## src/sv/i2r_pkg.sv

```systemverilog
`default_nettype none
// ----------------------------------------------------------------------------
// i2r_pkg
// Shared types, constants and digit-shape helpers for the Roman numeral
// converter.
// ----------------------------------------------------------------------------
package i2r_pkg;

    localparam int VAL_W       = 12;
    localparam int SYM_W       = 8;
    localparam int DIG_W       = 4;
    localparam int PLACES      = 4;
    localparam int PLC_W       = $clog2(PLACES);
    localparam int K_W         = 2;
    localparam int LEN_W       = K_W + 1;
    localparam int QUEUE_DEPTH = 2;
    localparam int QPTR_W      = $clog2(QUEUE_DEPTH);
    localparam int QCNT_W      = $clog2(QUEUE_DEPTH + 1);

    localparam logic [VAL_W-1:0] MAX_VALUE = 12'd3999;
    localparam logic [SYM_W-1:0] ERR_SYMBOL = 8'd0;

    typedef logic [DIG_W-1:0] t_digit;
    typedef logic [PLC_W-1:0] t_place;
    typedef logic [K_W-1:0]   t_k;
    typedef logic [LEN_W-1:0] t_len;
    typedef logic [1:0]       t_slot;

    localparam t_slot SLOT_ONE  = 2'd0;
    localparam t_slot SLOT_FIVE = 2'd1;
    localparam t_slot SLOT_TEN  = 2'd2;

    typedef struct packed {
        logic                    err;
        t_digit [PLACES-1:0]     dig;
    } t_item;

    typedef struct packed {
        logic   found;
        t_place place;
    } t_next;

    // letters per place: units, tens, hundreds, thousands
    localparam logic [SYM_W-1:0] LETTERS [PLACES][3] = '{
        '{"I", "V", "X"},
        '{"X", "L", "C"},
        '{"C", "D", "M"},
        '{"M", "M", "M"}
    };

    function automatic t_len shape_len(input t_digit d);
        t_len len;
        case (d)
            4'd1:    len = 3'd1;
            4'd2:    len = 3'd2;
            4'd3:    len = 3'd3;
            4'd4:    len = 3'd2;
            4'd5:    len = 3'd1;
            4'd6:    len = 3'd2;
            4'd7:    len = 3'd3;
            4'd8:    len = 3'd4;
            4'd9:    len = 3'd2;
            default: len = 3'd0;
        endcase
        return len;
    endfunction

    function automatic t_slot shape_slot(input t_digit d, input t_k k);
        t_slot s;
        case (d)
            4'd4:             s = (k == '0) ? SLOT_ONE  : SLOT_FIVE;
            4'd5:             s = SLOT_FIVE;
            4'd6, 4'd7, 4'd8: s = (k == '0) ? SLOT_FIVE : SLOT_ONE;
            4'd9:             s = (k == '0) ? SLOT_ONE  : SLOT_TEN;
            default:          s = SLOT_ONE;
        endcase
        return s;
    endfunction

    function automatic logic [SYM_W-1:0] letter(input t_place p, input t_slot s);
        logic [SYM_W-1:0] c;
        case (s)
            SLOT_ONE:  c = LETTERS[p][0];
            SLOT_FIVE: c = LETTERS[p][1];
            SLOT_TEN:  c = LETTERS[p][2];
            default:   c = LETTERS[p][0];
        endcase
        return c;
    endfunction

    function automatic t_place top_place(input t_digit [PLACES-1:0] dig);
        t_place p;
        p = '0;
        for (int i = 0; i < PLACES; i++) begin
            if (dig[i] != '0) p = PLC_W'(i);
        end
        return p;
    endfunction

    // highest non-zero place below p
    function automatic t_next next_place(input t_digit [PLACES-1:0] dig, input t_place p);
        t_next n;
        n = '0;
        for (int i = 0; i < PLACES; i++) begin
            if ((PLC_W'(i) < p) && (dig[i] != '0)) begin
                n.found = 1'b1;
                n.place = PLC_W'(i);
            end
        end
        return n;
    endfunction

endpackage
`default_nettype wire

```

## src/sv/i2r_front.sv

```systemverilog
`default_nettype none
// ----------------------------------------------------------------------------
// i2r_front
// Takes values, flags range errors and zeros, splits valid values into
// decimal digits and pushes work items to the queue.
// ----------------------------------------------------------------------------
module i2r_front (
    input  wire                          i_clk,
    input  wire                          i_rst_n,
    input  wire                          i_push,
    input  wire  [i2r_pkg::VAL_W-1:0]    i_value,
    output logic                         o_full,
    output logic                         o_q_push,
    output i2r_pkg::t_item               o_q_item,
    input  wire                          i_q_full
);
    import i2r_pkg::*;

    // reciprocal multipliers, exact for values up to 3999
    localparam logic [15:0] RECIP_10   = 16'd52429;
    localparam logic [12:0] RECIP_100  = 13'd5243;
    localparam logic [13:0] RECIP_1000 = 14'd8389;

    logic             r_vld;
    logic             r_err;
    logic             r_zero;
    logic [VAL_W-1:0] r_v;
    logic [8:0]       r_q1;
    logic [5:0]       r_q2;
    logic [2:0]       r_q3;

    logic [27:0] p1;
    logic [24:0] p2;
    logic [25:0] p3;
    logic        acc;
    logic        adv;
    logic [11:0] t0;
    logic [8:0]  t1;
    logic [5:0]  t2;

    assign p1 = 28'(i_value) * 28'(RECIP_10);
    assign p2 = 25'(i_value) * 25'(RECIP_100);
    assign p3 = 26'(i_value) * 26'(RECIP_1000);

    assign o_full   = r_vld && !r_zero && i_q_full;
    assign acc      = i_push && !o_full;
    assign adv      = r_vld && (r_zero || !i_q_full);
    assign o_q_push = r_vld && !r_zero && !i_q_full;

    assign t0 = r_v - 12'({3'b0, r_q1} * 12'd10);
    assign t1 = r_q1 - 9'({3'b0, r_q2} * 9'd10);
    assign t2 = r_q2 - 6'({3'b0, r_q3} * 6'd10);

    always_comb begin
        o_q_item.err    = r_err;
        o_q_item.dig[0] = t0[DIG_W-1:0];
        o_q_item.dig[1] = t1[DIG_W-1:0];
        o_q_item.dig[2] = t2[DIG_W-1:0];
        o_q_item.dig[3] = {1'b0, r_q3};
    end

    always_ff @(posedge i_clk) begin
        if (!i_rst_n) begin
            r_vld <= 1'b0;
        end else if (acc) begin
            r_vld <= 1'b1;
        end else if (adv) begin
            r_vld <= 1'b0;
        end
        if (acc) begin
            r_v    <= i_value;
            r_err  <= i_value > MAX_VALUE;
            r_zero <= i_value == '0;
            r_q1   <= p1[27:19];
            r_q2   <= p2[24:19];
            r_q3   <= p3[25:23];
        end
    end

endmodule
`default_nettype wire

```

## src/sv/i2r_queue.sv

```systemverilog
`default_nettype none
// ----------------------------------------------------------------------------
// i2r_queue
// Short register queue of digit items between front and back.
// ----------------------------------------------------------------------------
module i2r_queue (
    input  wire             i_clk,
    input  wire             i_rst_n,
    input  wire             i_push,
    input  i2r_pkg::t_item  i_item,
    output logic            o_full,
    output logic            o_vld,
    output i2r_pkg::t_item  o_item,
    input  wire             i_pop
);
    import i2r_pkg::*;

    t_item             r_mem [QUEUE_DEPTH];
    logic [QPTR_W-1:0] r_wp;
    logic [QPTR_W-1:0] r_rp;
    logic [QCNT_W-1:0] r_cnt;

    logic do_push;
    logic do_pop;

    assign o_full  = r_cnt == QCNT_W'(QUEUE_DEPTH);
    assign o_vld   = r_cnt != '0;
    assign o_item  = r_mem[r_rp];
    assign do_push = i_push && !o_full;
    assign do_pop  = i_pop && o_vld;

    always_ff @(posedge i_clk) begin
        if (!i_rst_n) begin
            r_wp  <= '0;
            r_rp  <= '0;
            r_cnt <= '0;
        end else begin
            if (do_push) r_wp <= (r_wp == QPTR_W'(QUEUE_DEPTH - 1)) ? '0 : r_wp + 1'b1;
            if (do_pop)  r_rp <= (r_rp == QPTR_W'(QUEUE_DEPTH - 1)) ? '0 : r_rp + 1'b1;
            if (do_push && !do_pop)      r_cnt <= r_cnt + 1'b1;
            else if (do_pop && !do_push) r_cnt <= r_cnt - 1'b1;
        end
        if (do_push) r_mem[r_wp] <= i_item;
    end

endmodule
`default_nettype wire

```

## src/sv/i2r_back.sv

```systemverilog
`default_nettype none
// ----------------------------------------------------------------------------
// i2r_back
// Walks the digits of one item and writes one letter per beat into the
// output register, thousands first; an error item gives one zero beat.
// ----------------------------------------------------------------------------
module i2r_back (
    input  wire                          i_clk,
    input  wire                          i_rst_n,
    input  wire                          i_q_vld,
    input  i2r_pkg::t_item               i_q_item,
    output logic                         o_q_pop,
    output logic                         o_empty,
    input  wire                          i_pop,
    output logic [i2r_pkg::SYM_W-1:0]    o_symbol,
    output logic                         o_last,
    output logic                         o_error
);
    import i2r_pkg::*;

    logic             r_act;
    t_item            r_item;
    t_place           r_place;
    t_k               r_k;
    logic             r_ov;
    logic [SYM_W-1:0] r_sym;
    logic             r_last;
    logic             r_err;

    t_item            cur_item;
    t_place           cur_place;
    t_k               cur_k;
    logic             cur_vld;
    logic             out_rdy;
    logic             fire;
    t_digit           cur_dig;
    t_len             k_inc;
    logic             more_k;
    t_next            nxt;
    logic             done;
    logic [SYM_W-1:0] sym;

    always_comb begin
        if (r_act) begin
            cur_item  = r_item;
            cur_place = r_place;
            cur_k     = r_k;
        end else begin
            cur_item  = i_q_item;
            cur_place = top_place(i_q_item.dig);
            cur_k     = '0;
        end
        cur_vld = r_act || i_q_vld;
        out_rdy = !r_ov || i_pop;
        fire    = cur_vld && out_rdy;
        cur_dig = cur_item.dig[cur_place];
        k_inc   = {1'b0, cur_k} + 3'd1;
        more_k  = k_inc < shape_len(cur_dig);
        nxt     = next_place(cur_item.dig, cur_place);
        done    = cur_item.err || (!more_k && !nxt.found);
        sym     = cur_item.err ? ERR_SYMBOL
                               : letter(cur_place, shape_slot(cur_dig, cur_k));
    end

    assign o_q_pop  = fire && !r_act;
    assign o_empty  = !r_ov;
    assign o_symbol = r_sym;
    assign o_last   = r_last;
    assign o_error  = r_err;

    always_ff @(posedge i_clk) begin
        if (!i_rst_n) begin
            r_act <= 1'b0;
            r_ov  <= 1'b0;
        end else begin
            if (fire) begin
                r_act <= !done;
                r_ov  <= 1'b1;
            end else if (i_pop) begin
                r_ov  <= 1'b0;
            end
        end
        if (fire) begin
            r_item  <= cur_item;
            r_k     <= more_k ? k_inc[K_W-1:0] : '0;
            r_place <= more_k ? cur_place : nxt.place;
            r_sym   <= sym;
            r_last  <= done;
            r_err   <= cur_item.err;
        end
    end

endmodule
`default_nettype wire

```

## src/sv/integer_to_roman_numeral.sv

```systemverilog
`default_nettype none
// ----------------------------------------------------------------------------
// integer_to_roman_numeral
// Converts a 12-bit unsigned value into its Roman numeral, one ASCII letter
// per output beat, with last on the final letter.
// ----------------------------------------------------------------------------
// A value of 1 to 3999 yields one beat per letter of its numeral (1 to 15
// beats, 3888 being the longest); 0 yields no beat; 4000 to 4095 yield one
// beat with symbol 0, last and error set. The letter sequencer in the back
// end produces one letter per cycle while its output register is free or
// popped. The front end takes one value per cycle while not full into a
// two-entry item queue and drops zeros there; a value's first letter
// passes the front register, the item queue and the output register.
// ----------------------------------------------------------------------------
module integer_to_roman_numeral (
    input  wire                          i_clk,
    input  wire                          i_rst_n,
    input  wire                          i_push,
    output logic                         o_full,
    input  wire  [i2r_pkg::VAL_W-1:0]    i_value,
    output logic                         o_empty,
    input  wire                          i_pop,
    output logic [i2r_pkg::SYM_W-1:0]    o_symbol,
    output logic                         o_last,
    output logic                         o_error
);
    import i2r_pkg::*;

    logic  f_push;
    t_item f_item;
    logic  q_full;
    logic  q_vld;
    t_item q_item;
    logic  q_pop;

    i2r_front u_front (
        .i_clk    (i_clk),
        .i_rst_n  (i_rst_n),
        .i_push   (i_push),
        .i_value  (i_value),
        .o_full   (o_full),
        .o_q_push (f_push),
        .o_q_item (f_item),
        .i_q_full (q_full)
    );

    i2r_queue u_queue (
        .i_clk   (i_clk),
        .i_rst_n (i_rst_n),
        .i_push  (f_push),
        .i_item  (f_item),
        .o_full  (q_full),
        .o_vld   (q_vld),
        .o_item  (q_item),
        .i_pop   (q_pop)
    );

    i2r_back u_back (
        .i_clk    (i_clk),
        .i_rst_n  (i_rst_n),
        .i_q_vld  (q_vld),
        .i_q_item (q_item),
        .o_q_pop  (q_pop),
        .o_empty  (o_empty),
        .i_pop    (i_pop),
        .o_symbol (o_symbol),
        .o_last   (o_last),
        .o_error  (o_error)
    );

    a_err_single : assert property (@(posedge i_clk) disable iff (!i_rst_n)
        (!o_empty && o_error) |-> (o_last && o_symbol == ERR_SYMBOL))
        else $error("error beat must be a single zero symbol");

    a_letter : assert property (@(posedge i_clk) disable iff (!i_rst_n)
        (!o_empty && !o_error) |-> (o_symbol == "I" || o_symbol == "V" ||
            o_symbol == "X" || o_symbol == "L" || o_symbol == "C" ||
            o_symbol == "D" || o_symbol == "M"))
        else $error("non-error beat carries a non-Roman symbol");

    a_queue_push : assert property (@(posedge i_clk) disable iff (!i_rst_n)
        f_push |-> !q_full)
        else $error("front pushed into a full queue");

    a_pop_src : assert property (@(posedge i_clk) disable iff (!i_rst_n)
        q_pop |-> q_vld)
        else $error("back popped an empty queue");

endmodule
`default_nettype wire

```

## config.mk

```make
export PLATFORM = sky130hd
export DESIGN_NAME = integer_to_roman_numeral
export DESIGN_NICKNAME = d
export VERILOG_FILES = /design/src/sv/i2r_pkg.sv /design/src/sv/i2r_front.sv /design/src/sv/i2r_queue.sv /design/src/sv/i2r_back.sv /design/src/sv/integer_to_roman_numeral.sv
export SDC_FILE = /design/constraint.sdc
export NUM_CORES = 1
export LEC_CHECK = 0
export ABC_AREA = 1
export BUFFER_PORTS_ARGS = -buffer_cell sky130_fd_sc_hd__buf_2
export CAP_MARGIN = 5
export CORE_MARGIN = 5
export CORE_UTILIZATION = 35
export CTS_CLUSTER_DIAMETER = 60
export DETAILED_ROUTE_END_ITERATION = 8
export HOLD_SLACK_MARGIN = 0.1
export PLACE_DENSITY = 0.47
export SYNTH_ARGS = -nofsm -noshare
export SYNTH_HDL_FRONTEND = slang
export SYNTH_SLANG_ARGS = --single-unit
```

## constraint.sdc

```tcl
create_clock -name i_clk -period 6.2 [get_ports i_clk]
set_input_delay 0.93 -clock i_clk [delete_from_list [all_inputs] [get_ports i_clk]]
set_output_delay 0.93 -clock i_clk [all_outputs]
set_load 0.05 [all_outputs]
```

==> impl_results.md, run 1 <==
* Outcome: complete, no violations
* Multiplexer area fraction after synthesis at 0%
* H-tree Lvls at 3
* Synth Area in Compound Gates at under 10%
* Hold_sp: u_front.r_v[0]
* Worst-path clk slew at 60 ps
* Distinct cells, synth at 50
* Metal3 WL at between 400 and 500 µm
* CTS Sinks at 85
* Initial Util at between 30% and 40%
* WHS Path Cells at 0
* Top cell type's share of synthesized area at a little under a quarter
* Area growth, synth to finish at 8.468%
* Leakage power at between 5 and 6 nW
* ANT nets after route at 0
* Met2 wire len at around 11,000 µm
* Post-Syn Area at just over 10,000 µm²
* DRC Markers at 0
* Die span in y at about 180 µm
* # fillers at 2,961
* Setup_tns at 0 ps
* CP endpoint kind: register
* Largest family of logic cells by synthesized area: adder cells
* Grt ovf at 0
* Die width at 180.7 µm
* Asr flop ratio synth at 0%
* Ports at 28
* XOR/XNOR share of the synthesized area at about 2.7%
* Synth Area in Adders at between 40% and 50%
* Reg-to-Reg End: u_back.o_symbol[2]
* Post_cts resized at 0
* Clk root buf: clkbuf_16
* Longest Clk Path Bufs at 2
* Vias in the first global route at 7,291
* Initial DRC count at 320
* Skew-Pair Late Insertion Delay at ~340 ps
* Wire length on met1 at approximately 11,000 µm
* Headroom to the max-slew limit at roughly a quarter
* RePlAce Congestion at between 0.8 and 0.9
* Slew Viols, Final at 0
* DRT Pass-1 Iters at 4
* Sequential share of the synthesized area at approximately a quarter
* RSZ-0062 raised after global routing: false
* Worst Tran Pin Value at approximately 1100 ps
* Diodes inserted at 0
* Share of cells above drive strength 1 at ~9%
* FP Rows at 62
* Syn avg cell area at ~9.7 µm²
* Pin count of the biggest net entering global routing at 32
* Path depth of the worst reg2reg path at 21
* Achievable clock frequency at approximately 190 MHz
* Postcts setup bufs at 0
* Ys Warns at 0
* Power density over the cells at roughly 420 nW/µm²
* Die area at between 30,000 and 40,000 µm²
* Vias per cell at roughly 4.5
* Synth cell count leaders: 273 x inv_1, 193 x ha_1, 105 x nand2_1
* Critical path peak fanout at 7
* Initial antenna violation count at 0
* EDFF count, synth at 77
* Final setup viols at 0
* Max Cap Violations at 0
* Setup Skew at between 10 and 15 ps
* Global-route wire length before repair at roughly 38,000 µm
* TritonCTS Buffers at 9
* Hold worst-path end: u_queue.r_mem[0][0]
* Count leader, synth: inv_1
* Sequential cell area at 2472 µm²
* Period minus WS final at approximately 5200 ps
* Worst setup path category: input port to register
* Core Util, Final at 38.53%
* CTS Hold Bufs at 0
* Top_reg_cell synth: edfxtp_1
* Period utilization at ~84%
* Number of port buffers at 25
* Simple-Gate Fraction of Synth Area at 11.36%
* HPWL after detailed placement at approximately 19,000 µm
* Routed WL per cell at ~15 µm
* # nets final at between 1,000 and 1,500
* Fin. Hold Viols at 0
* R2R Setup Slk at roughly 2600 ps
* WHS at roughly 440 ps
* WP data arrival at 5300 ps
* Via count at around 6,700
* Highest Signal Layer: met4
* CTS tree: yes
* Crit path required time at 6280 ps
* Tot GR Track Use at 14.60%
* HP Class: register to register
* Post-Syn Instances at 1,053
* Final wirelength at between 20,000 and 25,000 µm
* Post-synthesis register bit count at 85
* Synth top area cells: ha_1 24%, edfxtp_1 23%, fa_1 20%, inv_1 10%, nand2_1 3.9%
* Launching element type of the critical path: input port
* Footprint of the multi-input gates at 6609 µm²
* Maximum VDD drop at approximately 0.00033 V
* Floorplan Core Area at between 20,000 and 30,000 µm²
* Synth area leader: ha_1
## critical path, stage by stage
cell and delay [ps]:
buf_2 200, inv_1 180, fa_1 560, inv_1 70, fa_1 440, ha_1 290
inv_1 50, fa_1 500, fa_1 540, inv_1 40, ha_1 300, inv_1 40
nor3_1 170, nand2_1 70, nand3_1 160, a21o_1 140, nand3_1 60, a21oi_1 180
nor2_1 60, o21ai_0 200, xor2_1 90
## how the worst max path moves through the flow
stage,from,to,cells after the start
6_report,i_value[5],u_front.r_q2[0],21
4_1_cts,i_value[5],u_front.r_q2[0],21
3_5_place_dp,i_value[5],u_front.r_q2[0],21
5_1_grt,i_value[5],u_front.r_q2[0],21
2_1_floorplan,i_value[3],u_front.r_q2[0],20
3_3_place_gp,i_value[5],u_front.r_q2[0],21
## flip-flops by register name, summed over array words and instances (netlist names), 2 cells and up, named ones only
| register | count |
|---|---|
| u_back.o_symbol | 6 |
| u_back.r_item | 17 |
| u_back.r_k | 2 |
| u_back.r_place | 2 |
| u_front.r_q1 | 4 |
| u_front.r_q2 | 4 |
| u_front.r_q3 | 3 |
| u_front.r_v | 4 |
| u_queue.r_cnt | 2 |
| u_queue.r_mem | 32 |
## cell type report
type                       count  area share, %
clock buffer                  13          2.263
clock inverter                 3         0.4073
inverter                     279          9.537
multi-input combinational    681          59.76
sequential                    85          22.36
tap                          384          4.344
timing repair buffer          28          1.335
## layout by cell type (no fill, tap or decap), types with 5 or more instances in the layout
master and instances:
buf_2 25, nand3_1 15, xor2_1 21, inv_2 5, edfxtp_1 77, ha_1 193, or2_2 6, a21oi_1 52
o21ai_0 41, nand2_2 16, nand2_4 9, fa_1 102, o211ai_1 6, nand2_1 105, inv_1 273, clkbuf_16 9
xnor2_1 10, nor2_1 40, nand4_1 11, dfxtp_1 8
## where the power goes
group | switching [mW] | leakage [nW] | internal (mW)
clock | 0.217 | 0.136 | 0.324
sequential | 0.0959 | 0.795 | 0.949
combinational | 1.94 | 4.70 | 1.15
total | 2.25 | 5.63 | 2.43
## cell families after synthesis
kind of cell    Yosys count
fa+ha+maj               295
buf+inv                 288
simple gates            229
compound gates          124
flops                    85
xor+xnor                 31
other cells               1
## routing by layer
layer | GRT usage [%] | vias to the layer above
met5 | 0 | -
met4 | 1.966 | 0
met3 | 1.857 | 10
met1 | 19.86 | 3187
li1 | - | 3410
met2 | 25.61 | 51
## through the flow
step | total power, mW | worst slack (ps) | instance area [µm²] | std cells
after floorplan | 3.444 | 1228 | 10200 | 1054
after global placement | 4.203 | 681.5 | 10760 | 1457
after detailed placement | 4.192 | 640.8 | 10760 | 1457
after CTS | 4.766 | 962.6 | 11060 | 1473
after global routing | 5.289 | 586.7 | 11060 | 1473
final | 4.679 | 982.9 | 11060 | 1473
(Power assumes the default switching activity.)
==> run 2: changes to the inputs <==
Clock period 6.2 ns to 4.8 ns, I/O delays scaled along.
==> impl_results.md, run 2 (synthesis gave the netlist of run 1 again) <==
* Outcome: complete, no violations
* Design Area, Final at 11,850 µm² (+7.1%)
* Launching element type of the critical path: input port
* Skew-Pair Late Insertion Delay at 340 ps (about the same)
* Worst Tran Pin Value at 885.2 ps (-219.6 ps)
* Vias in the first global route at 7,483 (+2.6%)
* FP Rows at 62 (unchanged)
* Headroom to the max-slew limit at 40.92% (+15 points)
* Clock power frac at 10.1% (-1.5 points)
* Grt ovf at 0 (unchanged)
* Achievable clock frequency at 214.7 MHz
* P_sw at 3.054 mW (+36%)
* Period minus WS final at approximately 4700 ps
* Leakage power at 6.096 nW (+8.3%)
* Area growth, synth to finish at 16.22%
* Die span in y at 180.7 µm (unchanged)
* Worst-path clk slew at 70 ps (about the same)
* # fillers at 2,908 (-1.8%)
* Floorplan Core Area at 28,700 µm² (unchanged)
* Tot GR Track Use at 15.09% (+0.48 points)
* Die area at 32,650 µm² (unchanged)
* CP endpoint kind: register
* RePlAce Congestion at 0.8426 (-2.1%)
* Area post-placement at 11,480 µm² (+6.7%)
* Worst setup path category: input port to register
* Initial Util at 35.52% (unchanged)
* Routed WL per cell at 15.03 µm (-1.6%)
* Slew Viols, Final at 0 (unchanged)
* Diodes inserted at 0 (unchanged)
* Post-Place Worst Slack at -383.7 ps (-1024 ps)
* Switch share at 47.18% (-0.96 points)
* ANT nets after route at 0 (unchanged)
* Footprint of the multi-input gates at 6700 µm² (+1.4%)
* TritonCTS Buffers at 9 (unchanged)
* Vias per cell at 4.479 (-0.90%)
* Via count at 7,028 (+5.6%)
* CTS tree: yes
* Max Cap Violations at 0 (unchanged)
* Combinational cell fraction of total power at 69.4% (+3.3 points)
* Total power at 6.472 mW (+38%)
* Cell Int Power at 3.418 mW (+41%)
* CTS Sinks at 85 (unchanged)
* Most common cell after layout, fill and taps aside: inv_1
* Global-route wire length before repair at 39,210 µm (+2.4%)
* HP Class: register to register
* WP data arrival at 4750 ps (-550 ps)
* Period utilization at a little over nine tenths
* H-tree Lvls at 3 (unchanged)
* Die width at 180.7 µm (unchanged)
* Max FFs per register at 32 (unchanged)
* Pin count of the biggest net entering global routing at 31 (-3.1%)
* Power density over the cells at 546.1 nW/µm² (+29%)
* Reg power frac at 20.6% (-1.7 points)
* Setup Skew at 9.282 ps (-1.898 ps)
* HPWL after detailed placement at 20,670 µm (+7.9%)
* WHS at 443.5 ps (+1.673 ps)
* CTS Hold Bufs at 0 (unchanged)
* DRC Markers at 0 (unchanged)
* Share of cells above drive strength 1 at 17.89% (+8.9 points)
* Fin. Hold Viols at 0 (unchanged)
* # nets final at 1,491 (+6.9%)
* Maximum VDD drop at 0.0003711 V (+12%)
* Number of port buffers at 25 (unchanged)
* Setup WS post-layout at 142.8 ps (-840.2 ps)
* Hold_sp: u_front.r_v[0]
* DRT Pass-1 Iters at 4 (unchanged)
* Final wirelength at 23,580 µm (+4.8%)
* Final setup viols at 0 (unchanged)
* Critical Path Start: i_value[11]
* Crit path required time at 4890 ps (-1390 ps)
* Clk root buf: clkbuf_16
* Setup_tns at 0 ps (unchanged)
* Critical path peak fanout at 3 (-4)
* Sequential cell area at 2472 µm² (unchanged)
* Initial antenna violation count at 0 (unchanged)
* Most frequent cells in the layout: 271 x inv_1, 188 x ha_1, 105 x nand2_1
* Longest Clk Path Bufs at 2 (unchanged)
* Biggest register: u_queue.r_mem
* Initial DRC count at 222 (-31%)
* Ports at 28 (unchanged)
-- run 2: layer usage --
layer | track usage, % | vias to the layer above | part of all wire, %
met5 | 0 | - | 0
met4 | 2.269 | 0 | 0.87
met1 | 20.35 | 3342 | 47
met2 | 26.75 | 59 | 51
li1 | - | 3615 | -
met3 | 1.615 | 12 | 1.8
-- run 2: final cells by class --
class                           count  share of cell area, %
Sequential cell                    85                  20.86
Inverter                          279                  8.901
Clock inverter                      7                 0.4118
Tap cell                          384                  4.054
Clock buffer                        9                  1.901
Timing Repair Buffer              124                  7.328
Multi-Input combinational cell    681                  56.54
-- run 2: final timing paths --
| check | end | slack, ps | depth (start not counted) |
|---|---|---|---|
| worst max-delay path | u_front.r_q2[1] | 140 | 19 |
| worst max register to register | u_back.o_symbol[2] | 1230 | 18 |
| worst min register to register | u_queue.r_mem[1][0] | 440 | 0 |
| worst min-delay path | u_queue.r_mem[1][0] | 440 | 0 |
-- run 2: critical path, cell delays in order --
cell	delay, ps
buf_2	130
buf_4	150
fa_2	580
xor2_2	80
ha_1	270
inv_1	50
fa_1	540
inv_1	60
fa_1	530
inv_1	50
fa_1	500
inv_1	60
ha_4	270
nand2_1	70
o21ai_0	150
a21oi_1	70
o21a_1	220
o21ai_1	170
xor2_1	90
-- run 2: metrics by stage --
step | utilization (%) | instances
finish | 41.29 | 1569
global route | 41.29 | 1569
CTS | 40.97 | 1569
detailed placement | 40.01 | 1553
global placement | 40.01 | 1553
floorplan | - | 1054
-- run 2: timing repair --
item / in CTS / in global routing
endpoints found under the setup margin: 2 / 10
resized for setup: 2 / 19
setup buffers: 0 / 0
pin swaps: 0 / 9
-- run 2: power groups by stage --
stage | sequential, mW | combinational [mW] | clock (mW)
after detailed placement | 1.36 | 4.41 | 0
after CTS | 1.34 | 4.45 | 0.669
after global placement | 1.35 | 4.39 | 0
after global routing | 1.36 | 5.19 | 0.707
final | 1.33 | 4.49 | 0.651
after floorplan | 1.44 | 3.01 | 0
==> run 3: changes to the inputs <==
Settings changed: CORE_UTILIZATION 35 to 50, PLACE_DENSITY 0.47 to 0.63.
==> impl_results.md, run 3 (synthesis gave the netlist of run 1 again) <==
* Final wirelength at 22,440 µm (-4.8%)
* Met2 Usage GRT at 36.42% (+9.7 points)
* Diodes inserted at 0 (unchanged)
* Post-Place Worst Slack at -394.1 ps (-10.47 ps)
* RSZ-0062 raised after global routing: true
* Area post-placement at 11,280 µm² (-1.8%)
* RePlAce Congestion at 0.9136 (+8.4%)
* Max FFs per register at 32 (unchanged)
* Setup Skew at 6.487 ps (-2.795 ps)
* Hold worst-path end: u_queue.r_mem[1][15]
* Worst setup path category: input port to register
* Worst-path clk slew at 60 ps (about the same)
* Outcome: complete, no violations
* CTS Hold Bufs at 0 (unchanged)
* Power density over the cells at 554.7 nW/µm² (+1.6%)
* Global-route wire length before repair at 37,980 µm (-3.1%)
* Ports at 28 (unchanged)
* Switch share at 46.82% (-0.37 points)
* Slew Viols, Final at 0 (unchanged)
* Area growth, synth to finish at 14.12%
* Crit path required time at 4880 ps (about the same)
* Met1 usage at 26.67% (+6.3 points)
* Fin. Hold Viols at 0 (unchanged)
* FP Rows at 52 (-16%)
* Max Cap Violations at 0 (unchanged)
* TritonCTS Buffers at 9 (unchanged)
* DRT Pass-1 Iters at 4 (unchanged)
* ANT nets after route at 0 (unchanged)
* P_sw at 3.022 mW (-1.0%)
* Biggest register: u_queue.r_mem
* Pin count of the biggest net entering global routing at 31 (unchanged)
* Final setup viols at 0 (unchanged)
* Longest Clk Path Bufs at 2 (unchanged)
* Initial antenna violation count at 0 (unchanged)
* Share of cells above drive strength 1 at 16.75% (-1.1 points)
* Most common cell after layout, fill and taps aside: inv_1
* Number of port buffers at 25 (unchanged)
* Die span in y at 152.8 µm (-15%)
* Vias in the first global route at 7,684 (+2.7%)
* WHS at 449.1 ps (+5.526 ps)
* Clock power frac at 10.4% (+0.3 points)
* CP endpoint kind: register
* CTS Sinks at 85 (unchanged)
* Skew-Pair Late Insertion Delay at 340 ps (about the same)
* Critical path peak fanout at 8 (+5)
* R2R Setup Slk at 1160 ps (-70 ps)
* Cell Int Power at 3.433 mW (+0.43%)
* Floorplan Core Area at 20,170 µm² (-30%)
* # nets final at 1,483 (-0.54%)
* Tot GR Track Use at 20.34% (+5.3 points)
* Clk root buf: clkbuf_16
* Maximum VDD drop at 0.0003872 V (+4.3%)
* Routed WL per cell at 15.52 µm (+3.3%)
* Period minus WS final at 4660 ps (+3.094 ps)
* Met3 GRT Util at 2.613% (+1.0 points)
* CTS tree: yes
* Worst Tran Pin Value at 956.2 ps (+70.95 ps)
* Hold_sp: u_front.r_err
* Design Area, Final at 11,640 µm² (-1.8%)
* HP Class: register to register
* Achievable clock frequency at 214.6 MHz (about the same)
* WHS Path Cells at 0 (unchanged)
* H-tree Lvls at 3 (unchanged)
* Path depth of the worst reg2reg path at 21 (+3)
* Period utilization at 97.09% (about the same)
* Headroom to the max-slew limit at 36.19% (-4.7 points)
* Reg power frac at 20.7% (about the same)
* HPWL after detailed placement at 19,330 µm (-6.5%)
* GRT Max-Usage Layer: met2
* Initial Util at 50.55% (+15 points)
* Combinational cell fraction of total power at 68.9% (-0.5 points)
* Leakage power at 6.060 nW (-0.60%)
* Most frequent cells in the layout: 273 x inv_1, 191 x ha_1, 105 x nand2_1
* Grt ovf at 0 (unchanged)
* Reg-to-Reg End: u_back.o_symbol[1]
* Vias per cell at 4.958 (+11%)
* Postcts setup bufs at 0 (unchanged)
* Via count at 7,169 (+2.0%)
* Launching element type of the critical path: input port
* WP data arrival at 4740 ps (about the same)
* Die width at 152.8 µm (-15%)
* Die area at 23,350 µm² (-28%)
* DRC Markers at 0 (unchanged)
* Setup WS post-layout at 139.7 ps (-3.094 ps)
* Initial DRC count at 309 (+39%)
-- run 3: changes by cell type in the layout (fill, tap and decap cells not counted), sizes merged --
cell / change
clkinv: -3
buf: -8
inv: -2
clkinvlp: +1
clkbuf: +2
bufinv: +1
-- run 3: critical path: stages --
cell and delay (ps):
buf_2 130, buf_4 180, ha_1 230, buf_4 160, xor2_1 150, ha_1 280, inv_1 60, fa_1 530
inv_1 60, fa_1 530, inv_1 50, fa_1 510, inv_1 40, ha_1 300, nand2_1 70, o21ai_0 210
a21oi_2 60, o21a_1 220, o21ai_1 160, xor2_1 80
-- run 3: per-layer routing --
layer | vias to the layer above | wire length (µm) | share of wire, %
met5 | - | 0 | 0
met4 | 0 | 325 | 1.4
met3 | 22 | 543 | 2.4
met2 | 76 | 11490 | 51
met1 | 3478 | 10090 | 45
li1 | 3593 | - | -
-- run 3: per-stage QoR --
step / std cells / util, % / setup TNS (ps) / power (mW)
floorplan: 1054 / - / 0 / 4.449
global placement: 1431 / 55.94 / -1729 / 5.602
detailed placement: 1431 / 55.94 / -2523 / 5.723
CTS: 1446 / 57.36 / 0 / 6.445
global route: 1446 / 57.69 / -7.473 / 7.180
finish: 1446 / 57.69 / 0 / 6.455
-- run 3: power by group through the flow --
stage / combinational, mW / clock, mW / sequential (mW)
global route: 5.10 / 0.719 / 1.36
CTS: 4.42 / 0.688 / 1.34
detailed placement: 4.37 / 0 / 1.35
global placement: 4.26 / 0 / 1.34
finish: 4.45 / 0.670 / 1.34
floorplan: 3.01 / 0 / 1.44
-- run 3: layout make-up --
class,instances,area [µm²]
fill,1806,8533
multi-input combinational,681,6676
sequential,85,2472
inverter,279,1055
timing repair buffer,116,812.0
tap,270,337.8
clock buffer,11,232.7
clock inverter,4,50.05
-- run 3: timing repair --
item                                    CTS  global route
endpoints found under the setup margin    2            10
cloned                                    0             0
pin swaps                                 0             7
gates resized for setup                   2            15
-- run 3: how the worst max path moves through the flow --
stage                            from              end  slack, ps  cells past startpoint
after floorplan            i_value[3]  u_front.r_q2[0]         40                     20
after global placement     i_value[3]  u_front.r_q2[0]       -290                     21
after detailed placement   i_value[3]  u_front.r_q2[0]       -390                     21
after CTS                  i_value[3]  u_front.r_q2[0]        0.6                     21
after global routing       i_value[5]  u_front.r_q2[1]         -7                     21
final                     i_value[10]  u_front.r_q2[1]        140                     20
